<file path="src/hw/rtl/tmm_pkg.sv">
// Shared types and constants for the trimmed-mean motion block.
`timescale 1ns / 1ps

package tmm_pkg;

   localparam int COMPONENT_BITS = 16;
   localparam int KEPT_BITS      = 9;
   localparam int TRIM_DIV       = 5;

   typedef struct packed {
      logic signed [COMPONENT_BITS-1:0] motion_x;
      logic signed [COMPONENT_BITS-1:0] motion_y;
      logic                             last_item;
   } req_word_type;

   typedef struct packed {
      logic signed [COMPONENT_BITS-1:0] mean_x;
      logic signed [COMPONENT_BITS-1:0] mean_y;
      logic        [KEPT_BITS-1:0]      kept_count;
      logic                             overflow;
   } rsp_word_type;

   typedef struct packed {
      logic load;      // store an accepted word and count it
      logic rd_i;      // read the outer entry
      logic lat_i;     // latch the outer entry, clear ranks and inner index
      logic scan;      // read the inner entry and advance
      logic acc;       // add the outer entry if its rank is kept
      logic div_init;  // load divider operands
      logic div_step;  // one restoring division step
      logic out_en;    // present the result and close the set
   } cmd_type;

   typedef struct packed {
      logic last_load;
      logic j_last;
      logic i_last;
      logic div_last;
   } stat_type;

endpackage

</file>
<file path="src/hw/rtl/tmm_ctrl.sv">
// Controller state machine for the trimmed-mean motion block.
`timescale 1ns / 1ps

module tmm_ctrl (
   input  logic              clock,
   input  logic              reset,
   input  logic              start,
   output logic              busy,
   input  tmm_pkg::stat_type stat,
   output tmm_pkg::cmd_type  cmd
);

   localparam logic [3:0] ST_IDLE = 4'd0;
   localparam logic [3:0] ST_RDI  = 4'd1;
   localparam logic [3:0] ST_LATI = 4'd2;
   localparam logic [3:0] ST_SCAN = 4'd3;
   localparam logic [3:0] ST_TAIL = 4'd4;
   localparam logic [3:0] ST_ACC  = 4'd5;
   localparam logic [3:0] ST_DIVI = 4'd6;
   localparam logic [3:0] ST_DIV  = 4'd7;
   localparam logic [3:0] ST_OUT  = 4'd8;

   logic [3:0] state_ff;
   logic [3:0] state_in;

   assign busy = (state_ff != ST_IDLE);

   always_comb begin
      state_in = state_ff;
      cmd      = '0;
      unique case (state_ff)
         ST_IDLE: begin
            cmd.load = start;
            if (start && stat.last_load) begin
               state_in = ST_RDI;
            end
         end
         ST_RDI: begin
            cmd.rd_i = 1'b1;
            state_in = ST_LATI;
         end
         ST_LATI: begin
            cmd.lat_i = 1'b1;
            state_in  = ST_SCAN;
         end
         ST_SCAN: begin
            cmd.scan = 1'b1;
            if (stat.j_last) begin
               state_in = ST_TAIL;
            end
         end
         ST_TAIL: begin
            state_in = ST_ACC;
         end
         ST_ACC: begin
            cmd.acc  = 1'b1;
            state_in = stat.i_last ? ST_DIVI : ST_RDI;
         end
         ST_DIVI: begin
            cmd.div_init = 1'b1;
            state_in     = ST_DIV;
         end
         ST_DIV: begin
            cmd.div_step = 1'b1;
            if (stat.div_last) begin
               state_in = ST_OUT;
            end
         end
         ST_OUT: begin
            cmd.out_en = 1'b1;
            state_in   = ST_IDLE;
         end
         default: begin
            state_in = ST_IDLE;
         end
      endcase
   end

   always_ff @(posedge clock) begin
      if (reset) begin
         state_ff <= ST_IDLE;
      end else begin
         state_ff <= state_in;
      end
   end

endmodule

</file>
<file path="config.mk">
export PLATFORM = sky130hd
export DESIGN_NAME = tmm_ctrl
export DESIGN_NICKNAME = d
export VERILOG_FILES = /design/src/hw/rtl/tmm_pkg.sv /design/src/hw/rtl/tmm_ctrl.sv
export SDC_FILE = /design/constraint.sdc
export NUM_CORES = 1
export LEC_CHECK = 0
export BUFFER_PORTS_ARGS = -buffer_cell sky130_fd_sc_hd__buf_4
export CORE_AREA = 2 2 39 41
export DETAILED_ROUTE_END_ITERATION = 10
export DIE_AREA = 0 0 41 43
export SLEW_MARGIN = 30
export SYNTH_ARGS = -nofsm -noshare
export SYNTH_HDL_FRONTEND = slang
export SYNTH_SLANG_ARGS = --single-unit
export TNS_END_PERCENT = 50
</file>
<file path="constraint.sdc">
create_clock -name clock -period 1.3 [get_ports clock]
set_clock_uncertainty 0.05 [all_clocks]
set_input_delay 0.065 -clock clock [delete_from_list [all_inputs] [get_ports clock]]
set_output_delay 0.065 -clock clock [all_outputs]
set_load 0.005 [all_outputs]
</file>
==> results of run 1 <==
==> cell usage after synthesis <==
cell                        instances
sky130_fd_sc_hd__a211oi_1           1
sky130_fd_sc_hd__a21oi_1            2
sky130_fd_sc_hd__a2bb2oi_1          1
sky130_fd_sc_hd__and2_1             1
sky130_fd_sc_hd__buf_2              1
sky130_fd_sc_hd__buf_4              1
sky130_fd_sc_hd__buf_6              1
sky130_fd_sc_hd__dfxtp_1            4
sky130_fd_sc_hd__inv_1              2
sky130_fd_sc_hd__inv_2              1
sky130_fd_sc_hd__mux2i_1            1
sky130_fd_sc_hd__nand2_1            3
sky130_fd_sc_hd__nand2_2            1
sky130_fd_sc_hd__nand2b_1           1
sky130_fd_sc_hd__nand2b_4           2
sky130_fd_sc_hd__nand3b_1           1
sky130_fd_sc_hd__nand4b_1           1
sky130_fd_sc_hd__nor2_1             3
sky130_fd_sc_hd__nor2b_1            1
sky130_fd_sc_hd__nor3_1             3
sky130_fd_sc_hd__nor4_1             1
sky130_fd_sc_hd__nor4_2             1
sky130_fd_sc_hd__nor4b_1            1
sky130_fd_sc_hd__o21ai_0            1
sky130_fd_sc_hd__o21ai_1            1
sky130_fd_sc_hd__o21bai_1           1
sky130_fd_sc_hd__o41ai_1            1
sky130_fd_sc_hd__or4_1              1
==> kinds of logic after synthesis <==
family	Yosys count
flip-flops	4
AND/OR/NAND/NOR	21
buffers and inverters	6
AO/OA/AOI/OAI	8
multiplexers	1
==> power groups by stage <==
| stage | logic (mW) | registers, mW | clock network (mW) |
|---|---|---|---|
| after CTS | 0.202 | 0.175 | 0.176 |
| after floorplan | 0.140 | 0.139 | 0 |
| final | 0.227 | 0.173 | 0.166 |
| after detailed placement | 0.190 | 0.171 | 0 |
| after global routing | 0.254 | 0.177 | 0.192 |
| after global placement | 0.192 | 0.170 | 0 |
==> worst register-to-register path, cell delays in order, from the launching register on <==
cell and delay (ps):
sky130_fd_sc_hd__dfxtp_4 410, sky130_fd_sc_hd__buf_4 150, sky130_fd_sc_hd__inv_2 40, sky130_fd_sc_hd__a211oi_1 200
sky130_fd_sc_hd__o21bai_1 110, sky130_fd_sc_hd__a21oi_1 180
==> worst paths after layout <==
path	from	slack [ps]	cells past startpoint	end
max	state_ff[0]	-0.2	3	cmd[0]
min	stat[0]	40	3	state_ff[2]
max reg2reg	state_ff[0]	80	5	state_ff[1]
min reg2reg	state_ff[3]	470	1	state_ff[2]
==> timing repair <==
| item | CTS | global route |
|---|---|---|
| pin swaps | 0 | 0 |
| hold buffers | 1 | 0 |
| endpoints found under the hold margin | 4 | 0 |
| endpoints found under the setup margin | 9 | 8 |
| resized for setup | 7 | 7 |
| gates cloned | 0 | 0 |
| setup buffers | 0 | 2 |
==> layer usage <==
metal  up-vias  track usage (%)  part of all wire, %
met5         -                0                    0
met4         0             12.0                    0
met3         0             5.24                  4.7
met2        10             14.1                   49
met1       161             15.1                   46
li1        191                -                    -
==> cell type report <==
type	instances	area [um2]	share of cell area, %
Inverter	3	11.3	2.05
Sequential cell	4	92.6	16.8
Multi-Input combinational cell	30	229	41.6
Clock buffer	3	22.5	4.09
Tap cell	16	20.0	3.64
Timing Repair Buffer	22	175	31.8
==> stage by stage <==
step	utilization [%]	setup slack, ps	hold slack [ps]
final	39.8	-0.237	37.5
after global routing	39.8	-102	42.7
after CTS	37.2	-29.4	35.1
after detailed placement	33.1	14.7	217
after global placement	33.1	10.1	219
after floorplan	-	130	84.1
==> layout by cell type, fill, tap and decap left out, types with 2 or more instances in the layout <==
cell type	instances
sky130_fd_sc_hd__buf_4	19
sky130_fd_sc_hd__nor2_1	3
sky130_fd_sc_hd__nand2_1	3
sky130_fd_sc_hd__clkbuf_4	3
sky130_fd_sc_hd__dfxtp_4	3
sky130_fd_sc_hd__nand2b_4	2
sky130_fd_sc_hd__nor3_2	2
sky130_fd_sc_hd__inv_1	2
sky130_fd_sc_hd__o21ai_1	2
sky130_fd_sc_hd__a21oi_1	2
sky130_fd_sc_hd__buf_6	2
==> tab_implementation.tex, run 1 <==
\begin{tabular}{lr}
\hline
Metric & Value \\
\hline
\multicolumn{2}{l}{\textbf{Outcome}} \\
\quad Run status & finished with violations \\
\quad Failing checks & setup timing \\
\multicolumn{2}{l}{\textbf{Routing}} \\
\quad Routed wirelength normalized by instance count & $\sim$11 um \\
\quad WL final & $\sim$850 um \\
\quad Post-detailed-route via-to-cell ratio & 4.64 \\
\quad Post-route DRC & 0 \\
\quad Detailed router's first-iteration violation count & 12 \\
\quad Number of routed nets with antenna violations & 0 \\
\quad Number of vias after detailed routing & 362 \\
\quad First-pass iteration count of the detailed router & 4 \\
\multicolumn{2}{l}{\textbf{Synthesis}} \\
\quad Cell taking the most area after synthesis & sky130\_fd\_sc\_hd\_\_dfxtp\_1 \\
\quad Post-Syn Area per Cell & around 8 um2 \\
\quad Dominant cells by area after synthesis & sky130\_fd\_sc\_hd\_\_dfxtp\_1 25\%, sky130\_fd\_sc\_hd\_\_nand2b\_4 8.6\%, sky130\_fd\_sc\_hd\_\_nor3\_1 4.7\% \\
\quad Post-Synthesis Cell Area & approximately 320 um2 \\
\quad Share of synthesized area occupied by flip-flops and latches & approximately 25\% \\
\quad Compound-cell area share of the yosys netlist & between 15 and 20\% \\
\quad Share of the synthesized area in the top cell type & around a quarter \\
\quad Largest family of logic cells by synthesized area & simple AND/OR/NAND/NOR gates \\
\quad Synth cell types & 28 \\
\quad Adder and majority cell fraction of the synthesized area & 0\% \\
\quad Synthesized net count & 47 \\
\quad Number of synthesized register bits & 4 \\
\quad Syn Inst Count & 40 \\
\quad Xor/xnor share of the synthesized area & 0\% \\
\quad Mux cell area share after synthesis & roughly 3.1\% \\
\quad Yosys warning total & 0 \\
\quad Post-Synth Simple-Gate Area & approximately 44\% \\
\multicolumn{2}{l}{\textbf{Worst setup path}} \\
\quad Launching element type of the critical path & register \\
\quad Cell type of the slowest stage on the worst timing path & sky130\_fd\_sc\_hd\_\_dfxtp\_4 \\
\quad Buffers and inverters on the worst path & 2 \\
\quad Critical path class & register to output pin \\
\quad Endpoint kind of the worst setup timing path & output pin \\
\quad Data required, critical path & 1190 ps \\
\quad Crit path top cell by count & sky130\_fd\_sc\_hd\_\_buf\_4 \\
\quad Cells along the critical path & buf\_4 -> nor4b\_2 -> buf\_4 \\
\quad Worst stage delay on the critical path & between 300 and 400 ps \\
\quad Cell family with most CP delay & flip-flops \\
\quad Critical-path maximum fanout & 7 \\
\quad Arrival time of data at the critical path endpoint & about 1200 ps \\
\multicolumn{2}{l}{\textbf{STA}} \\
\quad Setup repair after global routing missed its margin & true \\
\quad Maximum achievable frequency & 769 MHz \\
\quad Total count of max-transition violations in the final report & 0 \\
\quad Count of final setup violators & 1 \\
\quad Transition time at the pin with the least slew margin & about 240 ps \\
\quad Setup TNS Final & -0.237 ps \\
\quad Final Hold Vio Count & 0 \\
\quad Part of the cycle the worst path needs & 100\% \\
\quad Final worst path period need & 1300 ps \\
\quad Fin worst setup slack & -0.237 ps \\
\quad Slew headroom & between 80\% and 90\% \\
\multicolumn{2}{l}{\textbf{Place}} \\
\quad Placed insts & between 70 and 80 \\
\quad Number of input and output port buffers inserted & 15 \\
\quad Post-Place Cell Area & approximately 460 um2 \\
\quad Last weighted congestion value of the routability-driven placer & about 0.8 \\
\quad Post-detailed-placement half-perimeter wirelength & 594 um \\
\multicolumn{2}{l}{\textbf{Power}} \\
\quad Power spent charging and discharging nets & 189 uW \\
\quad Static leakage & around 0.24 nW \\
\quad Sw Ratio & about 33\% \\
\quad Clock power frac & 29.4\% \\
\quad Part of the power in combinational logic & between 40\% and 50\% \\
\quad Sequential power share & a little under a third \\
\quad PD cells & roughly 1000 nW/um2 \\
\quad IR Drop Worst-Case VDD & around 420 uV \\
\quad Internal Dissipation & 377 uW \\
\quad Post-layout total power & 567 uW \\
\multicolumn{2}{l}{\textbf{Layout}} \\
\quad Post-route standard cell area excluding fillers & between 500 and 600 um2 \\
\quad Fraction of final layout cells with drive strength greater than 1 & roughly 58\% \\
\quad Leading registers by flop count & state\_ff x4 \\
\quad Fillers & roughly 150 \\
\quad Ant. Diodes & 0 \\
\quad Number of flip-flops under the largest register name & 4 \\
\quad Cell Count, Final, Fillers Out & 78 \\
\quad Area added between synthesis and finish & 72.5\% \\
\quad Largest reg by FF count & state\_ff \\
\quad Fin nets & approximately 70 \\
\multicolumn{2}{l}{\textbf{CTS}} \\
\quad Cts bufs inserted & 3 \\
\quad Clock tree from TritonCTS & built \\
\quad Clock root buffer master & sky130\_fd\_sc\_hd\_\_clkbuf\_4 \\
\quad Clock edge transition at the registers on the reported setup and hold paths & 40 ps \\
\quad Skew-Pair Late Insertion Delay & approximately 240 ps \\
\quad Max H-tree Level & 1 \\
\quad Clock Path Buffers & 2 \\
\quad Clock sinks & 4 \\
\multicolumn{2}{l}{\textbf{Floorplanning}} \\
\quad Die X-Extent & just over 40 um \\
\quad IO Pins & 16 \\
\quad Die Footprint & $\sim$1800 um2 \\
\quad Num rows & 14 \\
\quad Height of the die & roughly 43 um \\
\quad Effective utilization at floorplan & 23.1\% \\
\quad Placeable Area & roughly 1400 um2 \\
\multicolumn{2}{l}{\textbf{Global route}} \\
\quad Initial antenna violation count & 0 \\
\quad Global-route wire length before repair & roughly 1400 um \\
\quad Pin count of the biggest net entering global routing & 11 \\
\quad Remaining global-route overflow & 0 \\
\quad Via count of the first global-routing pass & 337 \\
\quad Total track usage & between 10\% and 20\% \\
\multicolumn{2}{l}{\textbf{Hold path}} \\
\quad Kind of path behind the tightest hold check & primary input to register \\
\multicolumn{2}{l}{\textbf{Job}} \\
\quad Number of max-cap violations & 0 \\
\hline
\end{tabular}
Power figures use the tool's default switching activity.
==> inputs of run 2 (changes only) <==
HOLD_SLACK_MARGIN = 0.08   (was unset)
==> tab_implementation.tex, run 2 (synthesized netlist as in run 1, its figures left out) <==
\begin{tabular}{lr}
\hline
Metric & Value \\
\hline
\multicolumn{2}{l}{\textbf{Global route}} \\
\quad Remaining global-route overflow & 0 \\
\quad Via count of the first global-routing pass & 337 \\
\quad Global-route wire length before repair & $\sim$1400 um \\
\quad Total track usage & around an eighth \\
\quad Pin count of the biggest net entering global routing & 11 \\
\quad Initial antenna violation count & 0 \\
\multicolumn{2}{l}{\textbf{STA}} \\
\quad Count of final setup violators & 0 \\
\quad Slew headroom & a little over four fifths \\
\quad Maximum achievable frequency & about 770 MHz \\
\quad Final Hold Vio Count & 0 \\
\quad Total count of max-transition violations in the final report & 0 \\
\quad Setup repair after global routing missed its margin & true \\
\quad Worst slack on hold paths & about 88 ps \\
\quad Final worst path period need & approximately 1300 ps \\
\quad Transition time at the pin with the least slew margin & roughly 240 ps \\
\quad Fin worst setup slack & approximately 3.8 ps \\
\quad Part of the cycle the worst path needs & 99.7\% \\
\multicolumn{2}{l}{\textbf{Layout}} \\
\quad Fraction of the core area covered by cells at the end of the flow & 40.5\% \\
\quad Fin nets & slightly above 70 \\
\quad Most common cell after layout, fill and taps aside & sky130\_fd\_sc\_hd\_\_buf\_4 \\
\quad Ant. Diodes & 0 \\
\quad Area added between synthesis and finish & 75.7\% \\
\quad Leading registers by flop count & state\_ff x4 \\
\quad Largest reg by FF count & state\_ff \\
\quad Fraction of final layout cells with drive strength greater than 1 & about 57\% \\
\quad Number of flip-flops under the largest register name & 4 \\
\quad Commonest non-fill, non-tap cells in the layout & 19 x sky130\_fd\_sc\_hd\_\_buf\_4, 3 x sky130\_fd\_sc\_hd\_\_nor2\_1, 3 x sky130\_fd\_sc\_hd\_\_nand2\_1, 3 x sky130\_fd\_sc\_hd\_\_clkbuf\_4, 3 x sky130\_fd\_sc\_hd\_\_dfxtp\_4 \\
\multicolumn{2}{l}{\textbf{CTS}} \\
\quad Clock root buffer master & sky130\_fd\_sc\_hd\_\_clkbuf\_4 \\
\quad Max H-tree Level & 1 \\
\quad Clock edge transition at the registers on the reported setup and hold paths & approximately 40 ps \\
\quad Cts bufs inserted & 3 \\
\quad Clock tree from TritonCTS & built \\
\quad Skew-Pair Late Insertion Delay & between 200 and 250 ps \\
\quad Clock Path Buffers & 2 \\
\quad Clock sinks & 4 \\
\multicolumn{2}{l}{\textbf{Floorplanning}} \\
\quad IO Pins & 16 \\
\quad Placeable Area & between 1000 and 1500 um2 \\
\quad Die X-Extent & between 40 and 50 um \\
\quad Height of the die & between 40 and 50 um \\
\quad Die Footprint & 1760 um2 \\
\quad Num rows & 14 \\
\quad Effective utilization at floorplan & between 20\% and 30\% \\
\multicolumn{2}{l}{\textbf{Worst setup path}} \\
\quad Data required, critical path & roughly 1200 ps \\
\quad Critical-path maximum fanout & 7 \\
\quad Worst R2R Start & state\_ff[0] \\
\quad End point of the critical path & cmd[0] \\
\quad Endpoint kind of the worst setup timing path & output pin \\
\quad Count of cells along the worst register-to-register path & 5 \\
\quad Start point of the critical path & state\_ff[0] \\
\quad Worst-case register-to-register setup slack & 80 ps \\
\quad Arrival time of data at the critical path endpoint & roughly 1200 ps \\
\quad Launching element type of the critical path & register \\
\quad Worst reg2reg endpoint & state\_ff[1] \\
\quad Critical path class & register to output pin \\
\multicolumn{2}{l}{\textbf{Power}} \\
\quad PD cells & $\sim$1000 nW/um2 \\
\quad Static leakage & between 0.2 and 0.25 nW \\
\quad IR Drop Worst-Case VDD & 434 uV \\
\multicolumn{2}{l}{\textbf{Routing}} \\
\quad Routed wirelength normalized by instance count & 11.0 um \\
\quad Number of vias after detailed routing & 370 \\
\quad WL final & 870 um \\
\quad First-pass iteration count of the detailed router & 4 \\
\quad Number of routed nets with antenna violations & 0 \\
\quad Post-detailed-route via-to-cell ratio & about 4.7 \\
\quad Detailed router's first-iteration violation count & 12 \\
\quad Post-route DRC & 0 \\
\multicolumn{2}{l}{\textbf{Job}} \\
\quad Number of max-cap violations & 0 \\
\multicolumn{2}{l}{\textbf{Place}} \\
\quad Post-detailed-placement half-perimeter wirelength & 594 um \\
\quad Last weighted congestion value of the routability-driven placer & roughly 0.8 \\
\quad Placement-stage worst setup slack & 14.7 ps \\
\quad Number of input and output port buffers inserted & 15 \\
\multicolumn{2}{l}{\textbf{Hold path}} \\
\quad Kind of path behind the tightest hold check & primary input to register \\
\multicolumn{2}{l}{\textbf{Outcome}} \\
\quad Run status & finished, final reports clean \\
\hline
\end{tabular}
-- run 2: cell count changes in the layout (fill, tap and decap cells not counted), sizes merged --
cell	delta
dlygate4sd3	+1
-- run 2: worst min path at each step --
stage / from / end / slack [ps] / cells after the start
detailed placement: reset / state_ff[0] / 220 / 2
finish: stat[1] / state_ff[0] / 90 / 4
global placement: reset / state_ff[0] / 220 / 2
floorplan: reset / state_ff[0] / 80 / 1
CTS: stat[1] / state_ff[0] / 90 / 4
global route: stat[1] / state_ff[0] / 80 / 4
-- run 2: stage by stage --
stage | cell area, um2 | total power, mW | instances | TNS [ps]
2_1_floorplan | 319 | 0.279 | 40 | 0
3_3_place_gp | 458 | 0.362 | 72 | 0
3_5_place_dp | 458 | 0.361 | 72 | 0
4_1_cts | 524 | 0.555 | 77 | -45.9
5_1_grt | 561 | 0.625 | 79 | -252
6_report | 561 | 0.569 | 79 | 0
-- run 2: area by class of cell --
| type | instances | area [um2] |
|---|---|---|
| sequential | 4 | 92.6 |
| fill | 144 | 823 |
| clock buffer | 3 | 22.5 |
| multi-input combinational | 30 | 229 |
| inverter | 3 | 11.3 |
| tap | 16 | 20.0 |
| timing repair buffer | 23 | 185 |
-- run 2: worst max-delay path, cell delays in order (launching register included) --
cell and delay, ps:
sky130_fd_sc_hd__dfxtp_4 370, sky130_fd_sc_hd__buf_4 160, sky130_fd_sc_hd__nor4b_2 260, sky130_fd_sc_hd__buf_4 150
-- run 2: what timing repair did --
item	4_1_cts	5_1_grt
setup endpoints to repair	9	8
hold endpoints to repair	4	0
hold buffers	2	0
gates resized for setup	7	7
buffers inserted	0	2
-- run 2: report_power, final --
part / total (mW) / switching (mW) / internal, mW
combinational: 0.230 / 0.0929 / 0.137
sequential: 0.173 / 0.0345 / 0.138
clock: 0.166 / 0.0623 / 0.104
total: 0.569 / 0.190 / 0.379
-- run 2: layer usage --
layer / track usage (%) / vias to the layer above / wire length, um / share of wire (%)
li1: - / 191 / - / -
met1: 15.1 / 169 / 400 / 46
met2: 14.1 / 10 / 430 / 49
met3: 5.24 / 0 / 39 / 4.5
met4: 12.0 / 0 / 0 / 0
met5: 0 / - / 0 / 0
